File: config.mk
export PLATFORM = sky130hd
export DESIGN_NAME = usb_event_ring_dispatcher
export DESIGN_NICKNAME = d
export VERILOG_FILES = /design/src/hdl/uerd_pkg.sv /design/src/hdl/uerd_ram.sv /design/src/hdl/uerd_slot_store.sv /design/src/hdl/usb_event_ring_dispatcher.sv
export SDC_FILE = /design/constraint.sdc
export NUM_CORES = 2
export LEC_CHECK = 0
export BUFFER_PORTS_ARGS = -buffer_cell sky130_fd_sc_hd__buf_2
export CORE_MARGIN = 2
export CORE_UTILIZATION = 56
export DETAILED_ROUTE_END_ITERATION = 8
export PLACE_DENSITY = 0.75
export SYNTH_ARGS = -nofsm -noshare
export SYNTH_HDL_FRONTEND = slang
export SYNTH_MEMORY_MAX_BITS = 65536
export SYNTH_SLANG_ARGS = --single-unit
File: constraint.sdc
create_clock -name clk -period 6.1 [get_ports clk]
set_clock_uncertainty 0.1 [all_clocks]
set_input_delay 1.22 -clock clk [delete_from_list [all_inputs] [get_ports clk]]
set_output_delay 1.22 -clock clk [all_outputs]
set_load 0.02 [all_outputs]
File: src/hdl/uerd_pkg.sv
// Shared types and codes for the USB event ring dispatcher.
// No dependencies; the slot store, top level and bench use it by scoped names.
package uerd_pkg;

	// Item kinds
	localparam logic [1:0] FUNC_EVENT = 2'd0;
	localparam logic [1:0] FUNC_OWN   = 2'd1;
	localparam logic [1:0] FUNC_TAKE  = 2'd2;

	// Record selectors for a take
	localparam logic [1:0] KIND_CMD  = 2'd0;
	localparam logic [1:0] KIND_CTL  = 2'd1;
	localparam logic [1:0] KIND_INTR = 2'd2;

	// Dispatch routes
	localparam logic [2:0] ROUTE_NONE  = 3'd0;
	localparam logic [2:0] ROUTE_CMD   = 3'd1;
	localparam logic [2:0] ROUTE_CTL   = 3'd2;
	localparam logic [2:0] ROUTE_INTR  = 3'd3;
	localparam logic [2:0] ROUTE_SKIP  = 3'd4;
	localparam logic [2:0] ROUTE_STRAY = 3'd5;

	// Event types
	localparam logic [5:0] TYPE_NONE     = 6'd0;
	localparam logic [5:0] TYPE_TRANSFER = 6'd32;
	localparam logic [5:0] TYPE_CMD_DONE = 6'd33;

	// Control endpoint index
	localparam logic [4:0] EP_CONTROL = 5'd1;

	// Handler-busy flag in the dequeue pointer
	localparam logic [63:0] BUSY_BIT = 64'h8;

	// Register indexes
	localparam logic [7:0] CFG_SLOT_LIMIT = 8'd0;
	localparam logic [7:0] CFG_RING_BASE  = 8'd1;

	// Slot addresses travel at full width and are cut down in the store
	localparam int SLOT_ADDR_W = 8;

	typedef struct packed {
		logic       ep0;
		logic       intr;
		logic [4:0] ep;
	} own_t;

	typedef struct packed {
		logic [7:0]  cc;
		logic [23:0] res;
	} rec_t;

	typedef struct packed {
		logic                   en;
		logic [SLOT_ADDR_W-1:0] own_addr;
		logic [SLOT_ADDR_W-1:0] rec_addr;
	} store_rd_t;

	typedef struct packed {
		logic                   own_we;
		logic [SLOT_ADDR_W-1:0] own_addr;
		own_t                   own_data;
		logic                   ctl_we;
		logic                   intr_we;
		logic [SLOT_ADDR_W-1:0] rec_addr;
		rec_t                   rec_data;
		logic                   ctl_clr;
		logic                   intr_clr;
	} store_wr_t;

	typedef struct packed {
		own_t own;
		logic ctl_valid;
		rec_t ctl_data;
		logic intr_valid;
		rec_t intr_data;
	} lookup_t;

endpackage

File: src/hdl/uerd_ram.sv
// Generic single-write, single-read RAM with registered read data.
// No dependencies.
module uerd_ram #(
	parameter int WIDTH = 8,
	parameter int DEPTH = 16
) (
	input  logic                     clk,
	input  logic                     we,
	input  logic [$clog2(DEPTH)-1:0] waddr,
	input  logic [WIDTH-1:0]         wdata,
	input  logic                     re,
	input  logic [$clog2(DEPTH)-1:0] raddr,
	output logic [WIDTH-1:0]         rdata
);

	logic [WIDTH-1:0] mem [DEPTH];

	// Write, and read the old contents on a same-address collision
	always_ff @(posedge clk) begin
		if (we) begin
			mem[waddr] <= wdata;
		end
		if (re) begin
			rdata <= mem[raddr];
		end
	end

endmodule

File: src/hdl/uerd_slot_store.sv
// Per-slot ownership, control and interrupt records: RAMs plus valid bits.
// Uses uerd_pkg and uerd_ram. Reads are issued at accept, results serve stage 1.
module uerd_slot_store #(
	parameter int SLOT_COUNT = 32
) (
	input  logic                clk,
	input  logic                arst_n,
	input  uerd_pkg::store_rd_t rd,
	input  uerd_pkg::store_wr_t wr,
	output uerd_pkg::lookup_t   lk
);

	localparam int SW    = $clog2(SLOT_COUNT + 1);
	localparam int DEPTH = 1 << SW;
	localparam int OWN_W = $bits(uerd_pkg::own_t);
	localparam int REC_W = $bits(uerd_pkg::rec_t);

	logic [SW-1:0]    own_ra, rec_ra, own_wa, rec_wa;
	logic [SW-1:0]    own_addr_s1, rec_addr_s1;
	logic             own_byp_s1, ctl_byp_s1, intr_byp_s1;
	logic [OWN_W-1:0] own_bdat_s1, own_rdata;
	logic [REC_W-1:0] ctl_bdat_s1, intr_bdat_s1, ctl_rdata, intr_rdata;
	logic [DEPTH-1:0] own_vld_q, ctl_vld_q, intr_vld_q;

	assign own_ra = rd.own_addr[SW-1:0];
	assign rec_ra = rd.rec_addr[SW-1:0];
	assign own_wa = wr.own_addr[SW-1:0];
	assign rec_wa = wr.rec_addr[SW-1:0];

	uerd_ram #(.WIDTH(OWN_W), .DEPTH(DEPTH)) u_own_ram (
		.clk   (clk),
		.we    (wr.own_we),
		.waddr (own_wa),
		.wdata (wr.own_data),
		.re    (rd.en),
		.raddr (own_ra),
		.rdata (own_rdata)
	);

	uerd_ram #(.WIDTH(REC_W), .DEPTH(DEPTH)) u_ctl_ram (
		.clk   (clk),
		.we    (wr.ctl_we),
		.waddr (rec_wa),
		.wdata (wr.rec_data),
		.re    (rd.en),
		.raddr (rec_ra),
		.rdata (ctl_rdata)
	);

	uerd_ram #(.WIDTH(REC_W), .DEPTH(DEPTH)) u_intr_ram (
		.clk   (clk),
		.we    (wr.intr_we),
		.waddr (rec_wa),
		.wdata (wr.rec_data),
		.re    (rd.en),
		.raddr (rec_ra),
		.rdata (intr_rdata)
	);

	// Capture read addresses and forward a write that lands in the read cycle
	always_ff @(posedge clk or negedge arst_n) begin
		if (!arst_n) begin
			own_byp_s1  <= 1'b0;
			ctl_byp_s1  <= 1'b0;
			intr_byp_s1 <= 1'b0;
		end else if (rd.en) begin
			own_byp_s1  <= wr.own_we && (own_wa == own_ra);
			ctl_byp_s1  <= wr.ctl_we && (rec_wa == rec_ra);
			intr_byp_s1 <= wr.intr_we && (rec_wa == rec_ra);
		end
	end

	always_ff @(posedge clk) begin
		if (rd.en) begin
			own_addr_s1  <= own_ra;
			rec_addr_s1  <= rec_ra;
			own_bdat_s1  <= wr.own_data;
			ctl_bdat_s1  <= wr.rec_data;
			intr_bdat_s1 <= wr.rec_data;
		end
	end

	// Set on write, clear on take
	always_ff @(posedge clk or negedge arst_n) begin
		if (!arst_n) begin
			own_vld_q  <= '0;
			ctl_vld_q  <= '0;
			intr_vld_q <= '0;
		end else begin
			if (wr.own_we) begin
				own_vld_q[own_wa] <= 1'b1;
			end
			if (wr.ctl_we) begin
				ctl_vld_q[rec_wa] <= 1'b1;
			end
			if (wr.ctl_clr) begin
				ctl_vld_q[rec_addr_s1] <= 1'b0;
			end
			if (wr.intr_we) begin
				intr_vld_q[rec_wa] <= 1'b1;
			end
			if (wr.intr_clr) begin
				intr_vld_q[rec_addr_s1] <= 1'b0;
			end
		end
	end

	// Present the stage 1 view; an unowned slot reads as all zero
	always_comb begin
		lk.own = '0;
		if (own_vld_q[own_addr_s1]) begin
			lk.own = own_byp_s1 ? uerd_pkg::own_t'(own_bdat_s1)
				: uerd_pkg::own_t'(own_rdata);
		end
		lk.ctl_valid  = ctl_vld_q[rec_addr_s1];
		lk.ctl_data   = ctl_byp_s1 ? uerd_pkg::rec_t'(ctl_bdat_s1)
			: uerd_pkg::rec_t'(ctl_rdata);
		lk.intr_valid = intr_vld_q[rec_addr_s1];
		lk.intr_data  = intr_byp_s1 ? uerd_pkg::rec_t'(intr_bdat_s1)
			: uerd_pkg::rec_t'(intr_rdata);
	end

endmodule

File: src/hdl/usb_event_ring_dispatcher.sv
// Top level of the USB event ring dispatcher: input stage, dispatch and result register.
// Uses uerd_pkg and uerd_slot_store.
//
// One item is accepted per clock while out_ready keeps the result register moving; an
// accepted item is held in the input stage and its result is then loaded into the output
// register, so the sustained rate is one item per cycle while out_ready stays high. The
// slot store's ownership and record RAMs are read at the accepting edge and their
// registered data serves the input stage, where the dispatch decision, all state updates
// and the 64-bit dequeue pointer add are done in a single pass. Configuration writes are
// always taken and must only be issued while no item is in flight.
module usb_event_ring_dispatcher #(
	parameter int RING_ENTRIES = 256,
	parameter int SLOT_COUNT   = 32
) (
	input  logic        clk,
	input  logic        arst_n,
	// Configuration
	input  logic        cfg_valid,
	output logic        cfg_ready,
	input  logic [7:0]  cfg_index,
	input  logic [63:0] cfg_data,
	// Items in
	input  logic        in_valid,
	output logic        in_ready,
	input  logic [1:0]  func,
	input  logic [31:0] trb_control,
	input  logic [31:0] trb_status,
	input  logic [5:0]  slot_sel,
	input  logic        ep0_owned,
	input  logic        intr_owned,
	input  logic [4:0]  intr_endpoint,
	input  logic [1:0]  owner_kind,
	// Results out
	output logic        out_valid,
	input  logic        out_ready,
	output logic        consumed,
	output logic [2:0]  route,
	output logic [7:0]  ring_index,
	output logic        cycle_state,
	output logic [63:0] dequeue_pointer,
	output logic        pending_valid,
	output logic [7:0]  pending_slot,
	output logic [7:0]  completion_code,
	output logic [23:0] residual_length,
	output logic [31:0] stray_count
);

	localparam int          PW       = $clog2(RING_ENTRIES);
	localparam logic [PW-1:0] POS_LAST = PW'(RING_ENTRIES - 1);
	localparam logic [7:0]  SLOT_MAX = 8'(SLOT_COUNT);

	logic in_acc, adv, go;

	// Configuration registers
	logic [5:0]  slot_limit_q;
	logic [63:0] ring_base_q;

	// Ring and record state
	logic [PW-1:0] pos_q;
	logic          cycle_q;
	logic          cmd_vld_q;
	logic [7:0]    cmd_slot_q, cmd_cc_q;
	logic [31:0]   stray_q;

	// Input stage
	logic        v_s1;
	logic [1:0]  func_s1, kind_s1;
	logic [31:0] ctrl_s1, stat_s1;
	logic [5:0]  sel_s1;
	logic        ep0_s1, intr_s1;
	logic [4:0]  iep_s1;

	// Result register
	logic        out_valid_q, consumed_q, cycle_out_q, pvld_q;
	logic [2:0]  route_q;
	logic [7:0]  ring_index_q, pslot_q, pcc_q;
	logic [63:0] dq_q;
	logic [23:0] pres_q;
	logic [31:0] stray_out_q;

	// Stage 1 decode
	logic [5:0]    ev_type;
	logic [7:0]    ev_slot, ev_cc, sel8;
	logic [4:0]    ev_ep;
	logic [23:0]   ev_res;
	logic          ev_take, slot_bad, sel_ok, wrap;
	logic [2:0]    ev_route;
	logic [PW-1:0] pos_nxt;
	logic          cycle_nxt;
	logic [31:0]   stray_nxt;
	logic [15:0]   pos16;
	logic [63:0]   dq_nxt;
	logic          tk_vld;
	logic [7:0]    tk_slot, tk_cc;
	logic [23:0]   tk_res;

	uerd_pkg::store_rd_t st_rd;
	uerd_pkg::store_wr_t st_wr;
	uerd_pkg::lookup_t   st_lk;

	// Handshake
	assign cfg_ready = 1'b1;
	assign adv       = !out_valid_q || out_ready;
	assign in_ready  = !v_s1 || adv;
	assign in_acc    = in_valid && in_ready;
	assign go        = v_s1 && adv;

	// Take configuration writes
	always_ff @(posedge clk or negedge arst_n) begin
		if (!arst_n) begin
			slot_limit_q <= 6'd32;
			ring_base_q  <= '0;
		end else if (cfg_valid && cfg_ready) begin
			case (cfg_index)
				uerd_pkg::CFG_SLOT_LIMIT: slot_limit_q <= cfg_data[5:0];
				uerd_pkg::CFG_RING_BASE:  ring_base_q  <= cfg_data;
				default: ;
			endcase
		end
	end

	// Load the input stage
	always_ff @(posedge clk or negedge arst_n) begin
		if (!arst_n) begin
			v_s1 <= 1'b0;
		end else if (in_ready) begin
			v_s1 <= in_valid;
		end
	end

	always_ff @(posedge clk) begin
		if (in_acc) begin
			func_s1 <= func;
			ctrl_s1 <= trb_control;
			stat_s1 <= trb_status;
			sel_s1  <= slot_sel;
			ep0_s1  <= ep0_owned;
			intr_s1 <= intr_owned;
			iep_s1  <= intr_endpoint;
			kind_s1 <= owner_kind;
		end
	end

	// Issue slot store reads at accept
	assign st_rd.en       = in_acc;
	assign st_rd.own_addr = trb_control[31:24];
	assign st_rd.rec_addr = {2'b00, slot_sel};

	uerd_slot_store #(.SLOT_COUNT(SLOT_COUNT)) u_store (
		.clk    (clk),
		.arst_n (arst_n),
		.rd     (st_rd),
		.wr     (st_wr),
		.lk     (st_lk)
	);

	// Decode the event words
	assign ev_type = ctrl_s1[15:10];
	assign ev_slot = ctrl_s1[31:24];
	assign ev_ep   = ctrl_s1[20:16];
	assign ev_cc   = stat_s1[31:24];
	assign ev_res  = stat_s1[23:0];
	assign sel8    = {2'b00, sel_s1};
	assign sel_ok  = (sel8 != 8'd0) && (sel8 <= SLOT_MAX);
	assign ev_take = (func_s1 == uerd_pkg::FUNC_EVENT) && (ctrl_s1[0] == cycle_q)
		&& (ev_type != uerd_pkg::TYPE_NONE);
	assign slot_bad = (ev_slot == 8'd0) || (ev_slot > {2'b00, slot_limit_q})
		|| (ev_slot > SLOT_MAX);

	// Pick the route of an event
	always_comb begin
		if (ev_type == uerd_pkg::TYPE_CMD_DONE) begin
			ev_route = uerd_pkg::ROUTE_CMD;
		end else if (ev_type != uerd_pkg::TYPE_TRANSFER) begin
			ev_route = uerd_pkg::ROUTE_SKIP;
		end else if (slot_bad) begin
			ev_route = uerd_pkg::ROUTE_STRAY;
		end else if (ev_ep == uerd_pkg::EP_CONTROL && st_lk.own.ep0) begin
			ev_route = uerd_pkg::ROUTE_CTL;
		end else if (st_lk.own.intr && ev_ep == st_lk.own.ep) begin
			ev_route = uerd_pkg::ROUTE_INTR;
		end else begin
			ev_route = uerd_pkg::ROUTE_STRAY;
		end
	end

	// Advance the ring head
	assign wrap      = (pos_q == POS_LAST);
	assign pos_nxt   = ev_take ? (wrap ? '0 : pos_q + 1'b1) : pos_q;
	assign cycle_nxt = (ev_take && wrap) ? ~cycle_q : cycle_q;
	assign stray_nxt = stray_q + 32'((ev_take && ev_route == uerd_pkg::ROUTE_STRAY) ? 1 : 0);
	assign pos16     = 16'(pos_nxt);
	assign dq_nxt    = (ring_base_q + (64'(pos16) << 4)) | uerd_pkg::BUSY_BIT;

	// Take a pending record
	always_comb begin
		tk_vld  = 1'b0;
		tk_slot = '0;
		tk_cc   = '0;
		tk_res  = '0;
		if (func_s1 == uerd_pkg::FUNC_TAKE) begin
			case (kind_s1)
				uerd_pkg::KIND_CMD: begin
					if (cmd_vld_q) begin
						tk_vld  = 1'b1;
						tk_slot = cmd_slot_q;
						tk_cc   = cmd_cc_q;
					end
				end
				uerd_pkg::KIND_CTL: begin
					if (sel_ok && st_lk.ctl_valid) begin
						tk_vld  = 1'b1;
						tk_slot = sel8;
						tk_cc   = st_lk.ctl_data.cc;
						tk_res  = st_lk.ctl_data.res;
					end
				end
				uerd_pkg::KIND_INTR: begin
					if (sel_ok && st_lk.intr_valid) begin
						tk_vld  = 1'b1;
						tk_slot = sel8;
						tk_cc   = st_lk.intr_data.cc;
						tk_res  = st_lk.intr_data.res;
					end
				end
				default: ;
			endcase
		end
	end

	// Drive slot store writes from the item in stage 1
	always_comb begin
		st_wr               = '0;
		st_wr.own_addr      = sel8;
		st_wr.own_data.ep0  = ep0_s1;
		st_wr.own_data.intr = intr_s1;
		st_wr.own_data.ep   = iep_s1;
		st_wr.rec_addr      = ev_slot;
		st_wr.rec_data.cc   = ev_cc;
		st_wr.rec_data.res  = ev_res;
		if (go) begin
			st_wr.own_we   = (func_s1 == uerd_pkg::FUNC_OWN) && sel_ok;
			st_wr.ctl_we   = ev_take && (ev_route == uerd_pkg::ROUTE_CTL);
			st_wr.intr_we  = ev_take && (ev_route == uerd_pkg::ROUTE_INTR);
			st_wr.ctl_clr  = tk_vld && (kind_s1 == uerd_pkg::KIND_CTL);
			st_wr.intr_clr = tk_vld && (kind_s1 == uerd_pkg::KIND_INTR);
		end
	end

	// Commit ring, command record and stray count
	always_ff @(posedge clk or negedge arst_n) begin
		if (!arst_n) begin
			pos_q      <= '0;
			cycle_q    <= 1'b1;
			cmd_vld_q  <= 1'b0;
			cmd_slot_q <= '0;
			cmd_cc_q   <= '0;
			stray_q    <= '0;
		end else if (go) begin
			pos_q   <= pos_nxt;
			cycle_q <= cycle_nxt;
			stray_q <= stray_nxt;
			if (ev_take && ev_route == uerd_pkg::ROUTE_CMD) begin
				cmd_vld_q  <= 1'b1;
				cmd_slot_q <= ev_slot;
				cmd_cc_q   <= ev_cc;
			end else if (tk_vld && kind_s1 == uerd_pkg::KIND_CMD) begin
				cmd_vld_q <= 1'b0;
			end
		end
	end

	// Result register
	always_ff @(posedge clk or negedge arst_n) begin
		if (!arst_n) begin
			out_valid_q <= 1'b0;
		end else if (adv) begin
			out_valid_q <= v_s1;
		end
	end

	always_ff @(posedge clk) begin
		if (go) begin
			consumed_q   <= ev_take;
			route_q      <= ev_take ? ev_route : uerd_pkg::ROUTE_NONE;
			ring_index_q <= pos16[7:0];
			cycle_out_q  <= cycle_nxt;
			dq_q         <= dq_nxt;
			pvld_q       <= tk_vld;
			pslot_q      <= tk_slot;
			pcc_q        <= tk_cc;
			pres_q       <= tk_res;
			stray_out_q  <= stray_nxt;
		end
	end

	assign out_valid       = out_valid_q;
	assign consumed        = consumed_q;
	assign route           = route_q;
	assign ring_index      = ring_index_q;
	assign cycle_state     = cycle_out_q;
	assign dequeue_pointer = dq_q;
	assign pending_valid   = pvld_q;
	assign pending_slot    = pslot_q;
	assign completion_code = pcc_q;
	assign residual_length = pres_q;
	assign stray_count     = stray_out_q;

endmodule

==> impl_results.md <==
* Leak pwr at approximately 82 nW
* Maxcap violations at 0
* Global-route usage over all layers at about a quarter
* Largest net degree at the start of global routing at between 100 and 150
* Global route overflow at 0
* Slowest cell delay on critical path at approximately 740 ps
* Worst path arrival time at about 6300 ps
* Global-route wire length before repair at between 600 and 700 mm
* Cell family with most CP delay: simple AND/OR/NAND/NOR gates
* Critical Path Start: ctrl_s1[25]
* Setup crit start kind: register
* Synthesized cell area at 199000 um2
* Post-route ant nets at 0
* Final setup vio count at 0
* Initial antenna violation count at 17
* Routed wire per std cell at between 20 and 30 um
* Crit path cell chain: or2_2 -> nor2_2 -> a21oi_1 -> o221ai_2 -> nor2_1 -> a21oi_1 -> ha_1 -> and3_1 -> nand4_1 -> nor4_1 -> and3_1 -> nand3_1 -> nor2_1 -> xor2_1
* Cells after Synth at 8496
* Synth Warn # at 0
* Post-CTS setup buffers at 0
* Fin cells at 16508
* R2R Path End: stray_count[31]
* CP endpoint kind: register
* Placeable Area at ~360000 um2
* Commonest non-fill, non-tap cell in the layout: edfxtp_1
* Yosys reg bits at approximately 5200
* Cell depth of the worst flop-to-flop path at 14
* Post-place instance area at 216000 um2
* Clk slew on worst S/H paths at ~60 ps
* CTS Hold Buffers Added at 0
* Fmax at between 0.15 and 0.2 GHz
* Via Count at about 97000
* Clock Latency Late Sink at between 1000 and 1500 ps
* Worst slew margin at roughly an eighth
* Gpl congestion at 0.905
* CTS Root Cell: clkbuf_16
* Number of global-route vias before repair at ~100k
* Synth unique cells at 80
* PD cells at approximately 330 nW/um2
* Tcrit/Tclk final at between 90 and 100%
* CP max stage cell: edfxtp_1
* TritonCTS clock tree: done
* Post-synthesis async set-or-reset flop share at approximately 6.2%
* Share of cells above drive strength 1 at between 20% and 30%
* Worst reg2reg startpoint: ctrl_s1[25]
* Most frequent cells in the layout: edfxtp_1 (4872), conb_1 (2274), mux4_2 (1504)
* Final Critical Period at 5640 ps
* Post-route cell area at about 230000 um2
* Vias per cell at roughly 6
* Crit path depth at 14
* Initial DRC Count at approximately 13000
* Drt pass-1 iters at 7
* # rows at ~220
* CTS H-tree lvls at 6
* Final hold vios at 0
* Post-CTS sizing at 0
* Post-Place Cells at about 16000
* Outcome: complete, no violations
* RSZ-0062 raised after global routing: false
* Drt drc at 0
* Crit Path Category: reg2reg
* Die ar. at roughly 360000 um2
* CTS buffer count at 526
* Die X at ~600 um
* Final hold slack at between 70 and 80 ps
* Syn avg cell area at 23.5 um2
* Area grow syn2layout at 16.7%
* Nets at around 12000
* Critical path required time at roughly 6800 ps
* Max clock buf depth at 4
* Final TNS setup at 0 ps
* CP Max Fanout at 24
* Worst Setup EP: stray_count[31]
* Worst R2R Setup Slack at roughly 460 ps
* Crit path buffers/inverters at 0
* I/O Buffers at around 300
* Max VDD drop at about 0.36 mV
* Post-synth EDFFs at 4872
* Final wirelength at between 400 and 500 mm
* CTS sink cnt at 5196
* Top Ports at a little over 300
* Top FF cell, synth: edfxtp_1
* Slew Limit Fails at 0
* Initial Util at 56.2%
* Min-delay worst type: in2async
* DP HPWL at 251 mm
* Die height at ~600 um
* Seq/Total Area, Yosys at 77.4%
* Worst-Margin Slew at approximately 1300 ps
## worst reg2reg max path, delay by kind of cell (launching register included)
family                   cells  cell delay, ps
XOR/XNOR                     1              90
flip-flops                   1             740
adder cells (fa/ha/maj)      1             240
AND/OR/NAND/NOR              9            3100
AO/OA/AOI/OAI                3            1100
## stage by stage
stage                     worst slack [ps]  util, %  total power [mW]
after detailed placement               741     60.9              45.6
after global routing                   239     65.6              78.0
after floorplan                        361        -              44.2
final                                  464     65.6              75.8
after CTS                              646     65.6              76.3
after global placement                 839     60.9              45.4
## layer usage
layer / GRT usage, % / part of all wire, % / up-vias
li1: - / - / 39614
met1: 33.4 / 37 / 50903
met2: 41.6 / 50 / 5218
met3: 5.05 / 9.2 / 878
met4: 8.26 / 3.6 / 14
met5: 0 / 0.020 / -
## logic make-up (layout without fill, tap and decap cells)
group / after synthesis / count (layout) / share of synthesized area [%]
multiplexers: 1689 / 1689 / 18.0
AO/OA/AOI/OAI: 313 / 313 / 1.20
buffers and inverters: 510 / 1496 / 1.01
XOR/XNOR: 146 / 146 / 0.641
adder cells (fa/ha/maj): 22 / 22 / 0.142
other: 2 / 2277 / 0.00376
AND/OR/NAND/NOR: 618 / 618 / 1.63
flip-flops: 5196 / 5196 / 77.4
## state kept, by name, indices dropped and copies added (netlist names), 20 cells and up
name and cells:
ctrl_s1 20, u_store.u_own_ram.mem 448, u_store.ctl_vld_q 64, stray_count 32, dequeue_pointer 63, u_store.u_intr_ram.rdata 32, u_store.u_intr_ram.mem 2048, u_store.u_ctl_ram.rdata 32
u_store.ctl_bdat_s1 32, residual_length 24, ring_base_q 63, u_store.u_ctl_ram.mem 2048, stat_s1 32, stray_q 32, u_store.own_vld_q 64, u_store.intr_vld_q 64
## synthesized netlist by cell type, drive strengths merged (9+ instances only)
| cell type | n | area [um2] |
|---|---|---|
| clkbuf | 315 | 1180 |
| a21oi | 23 | 115 |
| mux2 | 86 | 968 |
| nor2 | 147 | 554 |
| o22a | 25 | 219 |
| nand2b | 16 | 100 |
| buf | 155 | 682 |
| xor2 | 71 | 622 |
| o21ai | 37 | 185 |
| nor3 | 34 | 170 |
| o21a | 11 | 82.6 |
| mux2i | 99 | 991 |
| nor2b | 13 | 81.3 |
| a31oi | 11 | 68.8 |
| edfxtp | 4872 | 146000 |
| nand3b | 14 | 105 |
| mux4 | 1504 | 33900 |
| a22oi | 12 | 90.1 |
| nor3b | 9 | 67.6 |
| a2bb2oi | 62 | 543 |
| nor4 | 19 | 138 |
| or2 | 38 | 238 |
| and2 | 11 | 68.8 |
| ha | 21 | 263 |
| nand3 | 46 | 230 |
| and3 | 86 | 538 |
| a21boi | 47 | 353 |
| and4 | 10 | 87.6 |
| xnor2 | 75 | 657 |
| dfrtp | 322 | 8060 |
| o31a | 17 | 149 |
| inv | 38 | 143 |
| nand2 | 116 | 435 |
| nand4 | 34 | 213 |
## how the worst min path moves through the flow
stage | start | end | slack (ps) | cells past startpoint
2_1_floorplan | ring_base_q[0] | dequeue_pointer[0] | 320 | 0
5_1_grt | arst_n | ring_base_q[7] | 120 | 1
4_1_cts | arst_n | ring_base_q[2] | 110 | 1
3_3_place_gp | u_store.own_vld_q[53] | u_store.own_vld_q[53] | 260 | 0
3_5_place_dp | u_store.own_vld_q[49] | u_store.own_vld_q[49] | 260 | 0
6_report | arst_n | ring_base_q[7] | 70 | 1
## layout make-up
| class | count | area, um2 |
|---|---|---|
| Clock buffer | 658 | 14100 |
| Clock inverter | 261 | 2300 |
| Tap cell | 4751 | 5940 |
| Sequential cell | 5196 | 154000 |
| Multi-Input combinational cell | 5062 | 51700 |
| Inverter | 40 | 165 |
| Fill cell | 22530 | 122000 |
| Antenna cell | 3 | 7.51 |
| Timing Repair Buffer | 537 | 4230 |
## report_power, final
group          switching, mW  leakage, nW  internal, mW
logic                   2.38         23.4          1.73
clock network           13.4         7.99          17.5
registers              0.418         50.3          40.4
(Power assumes the default switching activity.)
